<file path="config.mk">
export PLATFORM = sky130hd
export DESIGN_NAME = one_wire_temperature_read_master
export DESIGN_NICKNAME = d
export VERILOG_FILES = /design/src/sv/owtr_pkg.sv /design/src/sv/owtr_cfg.sv /design/src/sv/owtr_step.sv /design/src/sv/one_wire_temperature_read_master.sv
export SDC_FILE = /design/constraint.sdc
export NUM_CORES = 1
export LEC_CHECK = 0
export ABC_AREA = 1
export BUFFER_PORTS_ARGS = -buffer_cell sky130_fd_sc_hd__buf_2
export CELL_PAD_IN_SITES_DETAIL_PLACEMENT = 0
export CELL_PAD_IN_SITES_GLOBAL_PLACEMENT = 1
export CORE_ASPECT_RATIO = 1.4
export CORE_MARGIN = 3
export CORE_UTILIZATION = 46
export DETAILED_ROUTE_END_ITERATION = 12
export GPL_TIMING_DRIVEN = 0
export PLACE_DENSITY = 0.86
export SYNTH_ARGS = -nofsm -noshare
export SYNTH_HDL_FRONTEND = slang
export SYNTH_SLANG_ARGS = --single-unit
</file>
<file path="constraint.sdc">
create_clock -name clk_i -period 5 [get_ports clk_i]
set_clock_uncertainty 0.05 [all_clocks]
set_input_delay 0.25 -clock clk_i [delete_from_list [all_inputs] [get_ports clk_i]]
set_output_delay 0.25 -clock clk_i [all_outputs]
set_load 0.01 [all_outputs]
</file>
<file path="src/sv/owtr_pkg.sv">
package owtr_pkg;

  // Stream and config port widths
  localparam int unsigned S_TDATA_W  = 8;
  localparam int unsigned M_TDATA_W  = 24;
  localparam int unsigned CFG_IDX_W  = 3;
  localparam int unsigned CFG_DATA_W = 10;

  // Config register indexes
  typedef enum logic [CFG_IDX_W-1:0] {
    REG_RESET_LOW     = 3'd0,
    REG_PRESENCE_WAIT = 3'd1,
    REG_RESET_TAIL    = 3'd2,
    REG_WR1_LOW       = 3'd3,
    REG_WR0_LOW       = 3'd4,
    REG_RD_LOW        = 3'd5,
    REG_RD_SAMPLE     = 3'd6,
    REG_SLOT          = 3'd7
  } cfg_idx_e;

  // Config reset values (bus timing in 1 us ticks)
  localparam logic [9:0] RESET_LOW_DEF     = 10'd480;
  localparam logic [7:0] PRESENCE_WAIT_DEF = 8'd60;
  localparam logic [9:0] RESET_TAIL_DEF    = 10'd420;
  localparam logic [7:0] WR1_LOW_DEF       = 8'd10;
  localparam logic [7:0] WR0_LOW_DEF       = 8'd50;
  localparam logic [7:0] RD_LOW_DEF        = 8'd1;
  localparam logic [7:0] RD_SAMPLE_DEF     = 8'd5;
  localparam logic [7:0] SLOT_DEF          = 8'd60;

  // Device command bytes
  localparam logic [7:0] OP_SKIP_ROM = 8'hCC;
  localparam logic [7:0] OP_CONVERT  = 8'h44;
  localparam logic [7:0] OP_READ_PAD = 8'hBE;

  // Run status codes
  localparam logic [1:0] STAT_OK       = 2'd0;
  localparam logic [1:0] STAT_NO_PRES1 = 2'd1;
  localparam logic [1:0] STAT_NO_PRES2 = 2'd2;
  localparam logic [1:0] STAT_BAD      = 2'd3;

  typedef struct packed {
    logic [9:0] reset_low;
    logic [7:0] presence_wait;
    logic [9:0] reset_tail;
    logic [7:0] wr1_low;
    logic [7:0] wr0_low;
    logic [7:0] rd_low;
    logic [7:0] rd_sample;
    logic [7:0] slot;
  } cfg_t;

  typedef enum logic [12:0] {
    PH_IDLE    = 13'b0000000000001,
    PH_R1_LOW  = 13'b0000000000010,
    PH_R1_WAIT = 13'b0000000000100,
    PH_R1_TAIL = 13'b0000000001000,
    PH_W_SKIP1 = 13'b0000000010000,
    PH_W_CONV  = 13'b0000000100000,
    PH_R2_LOW  = 13'b0000001000000,
    PH_R2_WAIT = 13'b0000010000000,
    PH_R2_TAIL = 13'b0000100000000,
    PH_W_SKIP2 = 13'b0001000000000,
    PH_W_READ  = 13'b0010000000000,
    PH_RD_LO   = 13'b0100000000000,
    PH_RD_HI   = 13'b1000000000000
  } phase_e;

  typedef struct packed {
    logic               pull_low;
    logic               busy;
    logic               done;
    logic [1:0]         status;
    logic signed [15:0] temperature;
  } res_t;

endpackage

</file>
<file path="src/sv/owtr_cfg.sv">
module owtr_cfg (
  input  logic                                clk_i,
  input  logic                                rst_ni,
  input  logic                                cfg_we_i,
  input  logic [owtr_pkg::CFG_IDX_W-1:0]      cfg_idx_i,
  input  logic [owtr_pkg::CFG_DATA_W-1:0]     cfg_data_i,
  output owtr_pkg::cfg_t                      cfg_o
);
  import owtr_pkg::*;

  cfg_t cfg_q, cfg_d;

  always_comb begin
    cfg_d = cfg_q;
    if (cfg_we_i) begin
      unique case (cfg_idx_e'(cfg_idx_i))
        REG_RESET_LOW:     cfg_d.reset_low     = cfg_data_i;
        REG_PRESENCE_WAIT: cfg_d.presence_wait = cfg_data_i[7:0];
        REG_RESET_TAIL:    cfg_d.reset_tail    = cfg_data_i;
        REG_WR1_LOW:       cfg_d.wr1_low       = cfg_data_i[7:0];
        REG_WR0_LOW:       cfg_d.wr0_low       = cfg_data_i[7:0];
        REG_RD_LOW:        cfg_d.rd_low        = cfg_data_i[7:0];
        REG_RD_SAMPLE:     cfg_d.rd_sample     = cfg_data_i[7:0];
        REG_SLOT:          cfg_d.slot          = cfg_data_i[7:0];
        default:           cfg_d = cfg_q;
      endcase
    end
  end

  always_ff @(posedge clk_i or negedge rst_ni) begin
    if (!rst_ni) begin
      cfg_q.reset_low     <= RESET_LOW_DEF;
      cfg_q.presence_wait <= PRESENCE_WAIT_DEF;
      cfg_q.reset_tail    <= RESET_TAIL_DEF;
      cfg_q.wr1_low       <= WR1_LOW_DEF;
      cfg_q.wr0_low       <= WR0_LOW_DEF;
      cfg_q.rd_low        <= RD_LOW_DEF;
      cfg_q.rd_sample     <= RD_SAMPLE_DEF;
      cfg_q.slot          <= SLOT_DEF;
    end else begin
      cfg_q <= cfg_d;
    end
  end

  assign cfg_o = cfg_q;

endmodule

</file>
<file path="src/sv/owtr_step.sv">
module owtr_step (
  input  logic            clk_i,
  input  logic            rst_ni,
  input  owtr_pkg::cfg_t  cfg_i,
  input  logic            en_i,
  input  logic            kind_i,
  input  logic            bus_i,
  output owtr_pkg::res_t  res_o
);
  import owtr_pkg::*;

  phase_e             ph_q, ph_d;
  logic [9:0]         tick_q, tick_d;
  logic [2:0]         bit_q, bit_d;
  logic [7:0]         shift_q, shift_d;
  logic [7:0]         low_q, low_d;
  logic signed [15:0] temp_q, temp_d;
  logic [1:0]         stat_q, stat_d;

  logic [10:0] tick_inc;
  logic [9:0]  rst_len;
  logic [7:0]  slot_len;
  logic [7:0]  wr_low;
  logic [8:0]  sp_raw, slot_last, sp;
  logic        slot_end;
  logic [7:0]  shift_rd;
  logic        pull, done;

  always_comb begin
    tick_inc  = {1'b0, tick_q} + 11'd1;
    rst_len   = (cfg_i.reset_low == 10'd0) ? 10'd1 : cfg_i.reset_low;
    slot_len  = (cfg_i.slot == 8'd0) ? 8'd1 : cfg_i.slot;
    wr_low    = shift_q[0] ? cfg_i.wr1_low : cfg_i.wr0_low;
    sp_raw    = {1'b0, cfg_i.rd_low} + {1'b0, cfg_i.rd_sample};
    slot_last = {1'b0, slot_len} - 9'd1;
    sp        = (sp_raw > slot_last) ? slot_last : sp_raw;
    slot_end  = tick_inc >= {3'b000, slot_len};
    shift_rd  = shift_q;
    if (tick_q == {1'b0, sp}) begin
      shift_rd[bit_q] = shift_q[bit_q] | bus_i;
    end
  end

  always_comb begin
    ph_d    = ph_q;
    tick_d  = tick_q;
    bit_d   = bit_q;
    shift_d = shift_q;
    low_d   = low_q;
    temp_d  = temp_q;
    stat_d  = stat_q;
    pull    = 1'b0;
    done    = 1'b0;
    if (kind_i) begin
      ph_d    = PH_R1_LOW;
      tick_d  = '0;
      bit_d   = '0;
      shift_d = '0;
    end else begin
      unique case (ph_q)
        PH_IDLE: begin
        end
        PH_R1_LOW, PH_R2_LOW: begin
          pull   = 1'b1;
          tick_d = tick_inc[9:0];
          if (tick_inc >= {1'b0, rst_len}) begin
            ph_d   = (ph_q == PH_R1_LOW) ? PH_R1_WAIT : PH_R2_WAIT;
            tick_d = '0;
          end
        end
        PH_R1_WAIT, PH_R2_WAIT: begin
          if (tick_q >= {2'b00, cfg_i.presence_wait}) begin
            tick_d = '0;
            if (bus_i) begin
              // no presence pulse: abort the run
              stat_d = (ph_q == PH_R1_WAIT) ? STAT_NO_PRES1 : STAT_NO_PRES2;
              ph_d   = PH_IDLE;
              done   = 1'b1;
            end else if (cfg_i.reset_tail == 10'd0) begin
              ph_d    = (ph_q == PH_R1_WAIT) ? PH_W_SKIP1 : PH_W_SKIP2;
              bit_d   = '0;
              shift_d = OP_SKIP_ROM;
            end else begin
              ph_d = (ph_q == PH_R1_WAIT) ? PH_R1_TAIL : PH_R2_TAIL;
            end
          end else begin
            tick_d = tick_inc[9:0];
          end
        end
        PH_R1_TAIL, PH_R2_TAIL: begin
          tick_d = tick_inc[9:0];
          if (tick_inc >= {1'b0, cfg_i.reset_tail}) begin
            ph_d    = (ph_q == PH_R1_TAIL) ? PH_W_SKIP1 : PH_W_SKIP2;
            tick_d  = '0;
            bit_d   = '0;
            shift_d = OP_SKIP_ROM;
          end
        end
        PH_W_SKIP1, PH_W_CONV, PH_W_SKIP2, PH_W_READ: begin
          pull   = tick_q < {2'b00, wr_low};
          tick_d = tick_inc[9:0];
          if (slot_end) begin
            tick_d  = '0;
            shift_d = {1'b0, shift_q[7:1]};
            if (bit_q == 3'd7) begin
              bit_d = '0;
              if (ph_q == PH_W_SKIP1) begin
                ph_d    = PH_W_CONV;
                shift_d = OP_CONVERT;
              end else if (ph_q == PH_W_CONV) begin
                ph_d    = PH_R2_LOW;
                shift_d = '0;
              end else if (ph_q == PH_W_SKIP2) begin
                ph_d    = PH_W_READ;
                shift_d = OP_READ_PAD;
              end else begin
                ph_d    = PH_RD_LO;
                shift_d = '0;
              end
            end else begin
              bit_d = bit_q + 3'd1;
            end
          end
        end
        PH_RD_LO, PH_RD_HI: begin
          pull    = tick_q < {2'b00, cfg_i.rd_low};
          shift_d = shift_rd;
          tick_d  = tick_inc[9:0];
          if (slot_end) begin
            tick_d = '0;
            if (bit_q == 3'd7) begin
              bit_d   = '0;
              shift_d = '0;
              if (ph_q == PH_RD_LO) begin
                low_d = shift_rd;
                ph_d  = PH_RD_HI;
              end else begin
                temp_d = {shift_rd, low_q};
                stat_d = STAT_OK;
                ph_d   = PH_IDLE;
                done   = 1'b1;
              end
            end else begin
              bit_d = bit_q + 3'd1;
            end
          end
        end
        default: begin
          ph_d   = PH_IDLE;
          tick_d = '0;
        end
      endcase
    end
  end

  always_ff @(posedge clk_i or negedge rst_ni) begin
    if (!rst_ni) begin
      ph_q    <= PH_IDLE;
      tick_q  <= '0;
      bit_q   <= '0;
      shift_q <= '0;
      low_q   <= '0;
      temp_q  <= '0;
      stat_q  <= STAT_OK;
    end else if (en_i) begin
      ph_q    <= ph_d;
      tick_q  <= tick_d;
      bit_q   <= bit_d;
      shift_q <= shift_d;
      low_q   <= low_d;
      temp_q  <= temp_d;
      stat_q  <= stat_d;
    end
  end

  assign res_o.pull_low    = pull;
  assign res_o.busy        = ph_d != PH_IDLE;
  assign res_o.done        = done;
  assign res_o.status      = stat_d;
  assign res_o.temperature = temp_d;

endmodule

</file>
<file path="src/sv/one_wire_temperature_read_master.sv">
// One-wire bus master that reads a single temperature sensor.
//
// Input stream (s_axis_*): one transaction per 1 us tick or per start request.
//   tuser = kind (0 tick, 1 start), tdata[0] = sampled bus level (1 high).
// Output stream (m_axis_*): exactly one transaction per input transaction, in
//   order. tdata[0] says whether to hold the bus low for that tick; tlast marks
//   the transaction that ends a run (success or missing presence pulse).
// A start (re)launches the run: reset pulse + presence, skip-ROM + convert,
//   second reset + presence, skip-ROM + read-scratchpad, then 16 read slots.
//   Temperature is the raw signed value in 1/16 degree units.
// Config port: cfg_we_i writes cfg_data_i into register cfg_idx_i at the
//   clock edge; write only while no transaction is in flight.
// Path: the input register holds the accepted transaction, then one state
//   update feeds the result register.
// Throughput: one transaction per cycle while m_axis_tready stays high; the state
//   update is a single pass of short logic, so every tick is taken back to back.
// Reset: idle, status ok, temperature zero, timing registers at defaults.
// Stall: while m_axis_tready is low the result holds; the input register
//   still takes one more transaction, then s_axis_tready drops.
module one_wire_temperature_read_master (
  input  logic                                  clk_i,
  input  logic                                  rst_ni,
  // config write port
  input  logic                                  cfg_we_i,
  input  logic [owtr_pkg::CFG_IDX_W-1:0]        cfg_idx_i,
  input  logic [owtr_pkg::CFG_DATA_W-1:0]       cfg_data_i,
  // input stream
  input  logic                                  s_axis_tvalid,
  output logic                                  s_axis_tready,
  input  logic [owtr_pkg::S_TDATA_W-1:0]        s_axis_tdata,  // [0] bus_sample, rest 0
  input  logic                                  s_axis_tuser,  // [0] kind
  // result stream
  output logic                                  m_axis_tvalid,
  input  logic                                  m_axis_tready,
  output logic [owtr_pkg::M_TDATA_W-1:0]        m_axis_tdata,  // [0] pull_low, [1] busy_res,
                                                               // [3:2] status,
                                                               // [19:4] temperature, rest 0
  output logic                                  m_axis_tlast   // done_res
);
  import owtr_pkg::*;

  cfg_t cfg;
  res_t step_res;

  // input register
  logic in_v_q;
  logic in_kind_q;
  logic in_bus_q;

  // result register
  logic out_v_q;
  res_t out_q;

  logic advance;

  // Move the held transaction through the state update when the result
  // register is empty or being drained this cycle.
  assign advance       = in_v_q && (!out_v_q || m_axis_tready);
  assign s_axis_tready = !in_v_q || advance;

  owtr_cfg u_cfg (
    .clk_i      (clk_i),
    .rst_ni     (rst_ni),
    .cfg_we_i   (cfg_we_i),
    .cfg_idx_i  (cfg_idx_i),
    .cfg_data_i (cfg_data_i),
    .cfg_o      (cfg)
  );

  owtr_step u_step (
    .clk_i  (clk_i),
    .rst_ni (rst_ni),
    .cfg_i  (cfg),
    .en_i   (advance),
    .kind_i (in_kind_q),
    .bus_i  (in_bus_q),
    .res_o  (step_res)
  );

  always_ff @(posedge clk_i or negedge rst_ni) begin
    if (!rst_ni) begin
      in_v_q <= 1'b0;
    end else if (s_axis_tready) begin
      in_v_q <= s_axis_tvalid;
    end
  end

  // payload, no reset needed
  always_ff @(posedge clk_i) begin
    if (s_axis_tvalid && s_axis_tready) begin
      in_kind_q <= s_axis_tuser;
      in_bus_q  <= s_axis_tdata[0];
    end
  end

  always_ff @(posedge clk_i or negedge rst_ni) begin
    if (!rst_ni) begin
      out_v_q <= 1'b0;
    end else if (advance) begin
      out_v_q <= 1'b1;
    end else if (m_axis_tready) begin
      out_v_q <= 1'b0;
    end
  end

  always_ff @(posedge clk_i) begin
    if (advance) begin
      out_q <= step_res;
    end
  end

  assign m_axis_tvalid = out_v_q;
  assign m_axis_tlast  = out_q.done;
  assign m_axis_tdata  = {4'b0000, out_q.temperature, out_q.status,
                          out_q.busy, out_q.pull_low};

endmodule

</file>
## Word-level counts from Yosys, hierarchy flattened

Index checks and enable logic that the tools add are counted.
W data, S select, Z words.

- Flip-flop bits (word level): 153
- Output and inout bits: 27
- Input bits: 27

- Reduce and logical (&&, ||, !) cells: 32
- Add/subtract/negate cells: 4
- Bitwise operators: 2
- Equal/unequal tests: 30
- Muxes and demuxes: 78
- Order comparisons: 9

Operators by type and width:

| cell | number |
|---|---|
| $mux W13 | 13 |
| $mux W8 | 16 |
| $mux W10 | 8 |
| $mux W16 | 5 |
| $pmux W13 S6 | 1 |
| $pmux W10 S5 | 1 |
| $pmux W8 S4 | 1 |
| $ge A11 B10 Y1 | 2 |
| $mux W3 | 7 |
| $logic_not A10 Y1 | 2 |
| $lt A10 B8 Y1 | 2 |
| $mux W9 | 2 |
| $reduce_and A2 Y1 | 9 |
| $eq A3 B3 Y1 const B | 5 |
| $mux W2 | 7 |
| $reduce_and A7 Y1 | 2 |
| $eq A13 B1 Y1 const B | 1 |
| $eq A13 B10 Y1 const B | 1 |
| $eq A13 B11 Y1 const B | 1 |
| $eq A13 B12 Y1 const B | 1 |
| $eq A13 B13 Y1 const B | 1 |
| $eq A13 B2 Y1 const B | 1 |
| $eq A13 B3 Y1 const B | 1 |
| $eq A13 B4 Y1 const B | 1 |
| 45 further kinds | 64 |

## Longest topological paths before layout

- Depth after elaboration: 12
- Gate-level depth with buffers: 30

## Cells and area by module

From an unflattened synthesis, not the netlist that was laid out.

- Cells, all modules: 1462
- Area total of the unflattened synthesis: 10650.2 um2

By module, submodules not included:

| module | seq. area each (um2) | cells each | instances | area each (um2) |
|---|---|---|---|---|
| owtr_step | 1502.7 | 1108 | 1 | 7088.0 |
| owtr_cfg | 1731.7 | 314 | 1 | 2742.6 |
| one_wire_temperature_read_master | 740.7 | 40 | 1 | 819.5 |

## Worst setup path after synthesis

No wires, ideal clock.

- Path type: register -> register
- Start: register u_cfg.cfg_q, in the netlist u_cfg.cfg_o[2]
- End: register out_q, in the netlist m_axis_tdata[12] (data pin)
- Clock period less this slack: 3751 ps
- Arrival time: 3446 ps
- Path slack: 1249 ps
- Cell stages (with the launch flop): 29
- Cells stage by stage: dfstp_2 inv_1 nand2_1 nor2_1 a21oi_1 ha_1 nand3_1 inv_1 nand3_1 nand2_1 nand2_1 ha_1 nand2_1 nor2_4 nand3b_1 nand3_2 nand2_2 buf_4 nand2_1 nand2_1 nand2_1 nand2_1 nor2_1 nand2_1 nor2_4 nand3_1 nand2_1 nand2_1 and2_1

RTL lines:

| what | line | text |
|---|---|---|
| from (decl) | owtr_cfg.sv:11 | `cfg_t cfg_q, cfg_d;` |
| from (signal assigned) | owtr_cfg.sv:41 | `cfg_q <= cfg_d;` |
| to (signal assigned) | one_wire_temperature_read_master.sv:108 | `out_q <= step_res;` |
| to (decl) | one_wire_temperature_read_master.sv:52 | `res_t out_q;` |

==> out/metrics.cfg <==
[layout]
mostFrequentLayoutCell=nand2_1
area.growth.synth_to_final_pct=12.6
antenna_cells=0
fill_cells=2161
nNetsFinal=1529
drive_gt1_frac=0.109
final_cell_mix=385 x nand2_1, 185 x inv_1, 133 x nand3_1, 128 x o21ai_0, 105 x dfrtp_1

[pwr]
vdd_drop_max_v=0.000274
p_leak_nw=5.87
p_int_w=0.00273
p_sw_w=0.00169
pwr-share-clk=0.293
powerDensity_nw_per_um2=386
fin_total_pwr_w=0.00442
power_frac_seq=0.358
switching_share=0.383
combPwrFrac=0.348

[die]
io_pins=54
std_cell_rows=63
core_area_sq_um=21400
start_util=0.474
die_w_microns=132
die_area_sq_um=23900
die_h_microns=182

[routing]
via_per_inst=5.32
totalWireLength_microns=27900
firstDrtPassIters=6
drc=0
ant_nets=0
routed-via-count=9223
first_iter_violations=636
wire_per_inst_microns=16.1

[critical_path]
crit_path_frequent_cell=nand2_1
cp-start-kind=flip-flop
endpoint_kind=flip-flop
required_ns=5.14
crit_fanout=10
worstPathArrival_ns=4.63
crit_type=reg -> reg
crit_slowest_cell=dfstp_2
critPathMaxStageDelay_ns=0.56

[yosys]
yosys_register_bits=153
synth_compound_area_frac=0.120
synth.distinct_cells=58
syn_area_per_cell_sq_um=7.48
synthArstFlopShare=0.850
synth_top_family_by_area=simple AND/OR/NAND/NOR gates
postSynthCellCount=1358
ys.flop_type=dfrtp_1
synth_mux_area_frac=0.00689
yosysSeqAreaShare=0.391
ys_warn_count=0
synth-simple-area-share=0.298
synthesis.area_sq_um=10200
synth_xor_xnor_area_share=0.00948
synth_edf_count=23
yosys.area_share.adder=0.0894

[cts]
cts_buffers=17
clockRootBuffer=clkbuf_16
h-tree-depth=4
cts_tree=built
clock_sinks=153
clockBufferDepth=2
postCtsSetupBuffers=0
clock_latency_ns=0.44
clkSlewWorstSetupHoldPaths_ns=0.06

[sta]
max_freq_mhz=223
setup_viol_count_final=0
worst_slew_pin_slew_ns=0.948
tns_ns=0
grt_setup_unrepaired=false
slew_violations=0
period_share=0.898
slew_headroom=0.363
period_needed_ns=4.49
hold_viol_final=0

[global_route]
grt_pass1_vias=8898
grt_pass1_wl_microns=45500
grt_max_degree=95
grt_usage=0.236
gr-total-overflow=0
antenna_found_initial=0

[placement]
port_buffers=42
hpwl_microns=21300
gp_congestion=0.932

[flow_run]
maxCapViolations=0

[outcome]
status=finished, final reports clean

[worst_hold_path]
hp-class=in -> reg

[per-layer routing]
metal,vias up,track usage,part of all wire
met2,231,0.435,0.52
met5,-,0,0
met3,62,0.0335,0.040
met4,0,0.0921,0.032
li1,4613,-,-
met1,4317,0.277,0.41
[cell families (layout without fill, tap and decap cells)]
logic type,count (synthesis),count (layout)
AOI/OAI and AO/OA,215,215
xor gates and xnor gates,11,11
adders and majority gates,72,72
buffers and inverters,219,301
DFF,153,153
muxes,7,7
other,1,4
and+or+nand+nor,680,680
[timing repair]
| item | in CTS | in global routing |
|---|---|---|
| hold buffers | 7 | 0 |
| resized for setup | 0 | 3 |
| setup endpoints to repair | 0 | 32 |
| hold endpoints to repair | 42 | 0 |
[Yosys cell counts (4+ instances only)]
cell type / count / area share
dfstp_2: 25 / 0.065
nor2_1: 67 / 0.025
nor2_2: 4 / 0.0025
o21ai_0: 128 / 0.063
o21ai_2: 8 / 0.0069
o211ai_1: 12 / 0.0089
nand2_1: 385 / 0.14
nand2_2: 12 / 0.0074
buf_4: 5 / 0.0037
nor4_1: 7 / 0.0043
edfxtp_1: 23 / 0.068
and2_1: 10 / 0.0062
o31ai_1: 8 / 0.0059
clkbuf_1: 20 / 0.0074
nand4_1: 19 / 0.012
xor2_1: 9 / 0.0078
inv_1: 185 / 0.068
a21oi_1: 33 / 0.016
or2_2: 7 / 0.0043
ha_1: 71 / 0.087
mux2i_1: 7 / 0.0069
nand3_1: 134 / 0.066
dfrtp_1: 105 / 0.26
nor3_1: 15 / 0.0074
[power by group through the flow]
stage | clock network, W | logic (W) | registers (W)
after global routing | 0.00137 | 0.00179 | 0.00161
after global placement | 0 | 0.00150 | 0.00160
after CTS | 0.00132 | 0.00154 | 0.00158
after detailed placement | 0 | 0.00153 | 0.00160
after floorplan | 0 | 0.00113 | 0.00157
final | 0.00130 | 0.00154 | 0.00158
[state kept, by name, summed over array words and instances (netlist names)]
name	flops
u_step.ph_q	13
m_axis_tlast	1
u_step.temp_q	16
u_step.bit_q	3
in_kind_q	1
u_step.low_q	8
m_axis_tdata	20
u_step.stat_q	2
in_v_q	1
u_step.tick_q	10
u_cfg.cfg_o	68
u_step.shift_q	8
in_bus_q	1
m_axis_tvalid	1
[stage by stage]
step / util / instances / setup slack (ns) / hold slack [ns] / cell area [sq um]
3_3_place_gp: 0.501 / 1695 / 0.276 / 0.383 / 10700
5_1_grt: 0.534 / 1735 / 0.114 / 0.0140 / 11400
3_5_place_dp: 0.503 / 1696 / 0.268 / 0.133 / 10800
6_report: 0.534 / 1735 / 0.509 / 0.0121 / 11400
2_1_floorplan: - / 1361 / 1.25 / -0.0956 / 10200
4_1_cts: 0.533 / 1735 / 0.244 / 0.00194 / 11400
[final cells by class]
| class | instances | area (sq um) | share of cell area |
|---|---|---|---|
| timing repair buffer | 50 | 314 | 0.0274 |
| tap | 292 | 365 | 0.0319 |
| buffer | 30 | 153 | 0.0133 |
| inverter | 189 | 712 | 0.0622 |
| multi-input combinational | 989 | 5350 | 0.467 |
| clock buffer | 24 | 493 | 0.0431 |
| sequential | 153 | 3980 | 0.347 |
| clock inverter | 8 | 85.1 | 0.00743 |
[critical path, delay by kind of cell (launching register included)]
family / cells / cell delay (ns)
flip-flops: 1 / 0.56
AO/OA/AOI/OAI: 1 / 0.23
AND/OR/NAND/NOR: 22 / 2.48
adder cells (fa/ha/maj): 2 / 0.55
buffers and inverters: 3 / 0.37
[worst paths after layout]
check	from	endpoint	slack [ns]	depth (start not counted)
min in group asynchronous	rst_ni	u_step.low_q[3]	0.24	2
max in group asynchronous	rst_ni	u_cfg.cfg_o[65]	3.85	3
worst max-delay path	u_cfg.cfg_o[5]	m_axis_tdata[17]	0.51	28
worst min-delay path	cfg_data_i[8]	u_cfg.cfg_o[48]	0.01	3
worst min register to register	u_step.temp_q[14]	u_step.temp_q[14]	0.43	2
worst max register to register	u_cfg.cfg_o[5]	m_axis_tdata[17]	0.51	28
No activity file was read; power rests on OpenSTA's default activity.
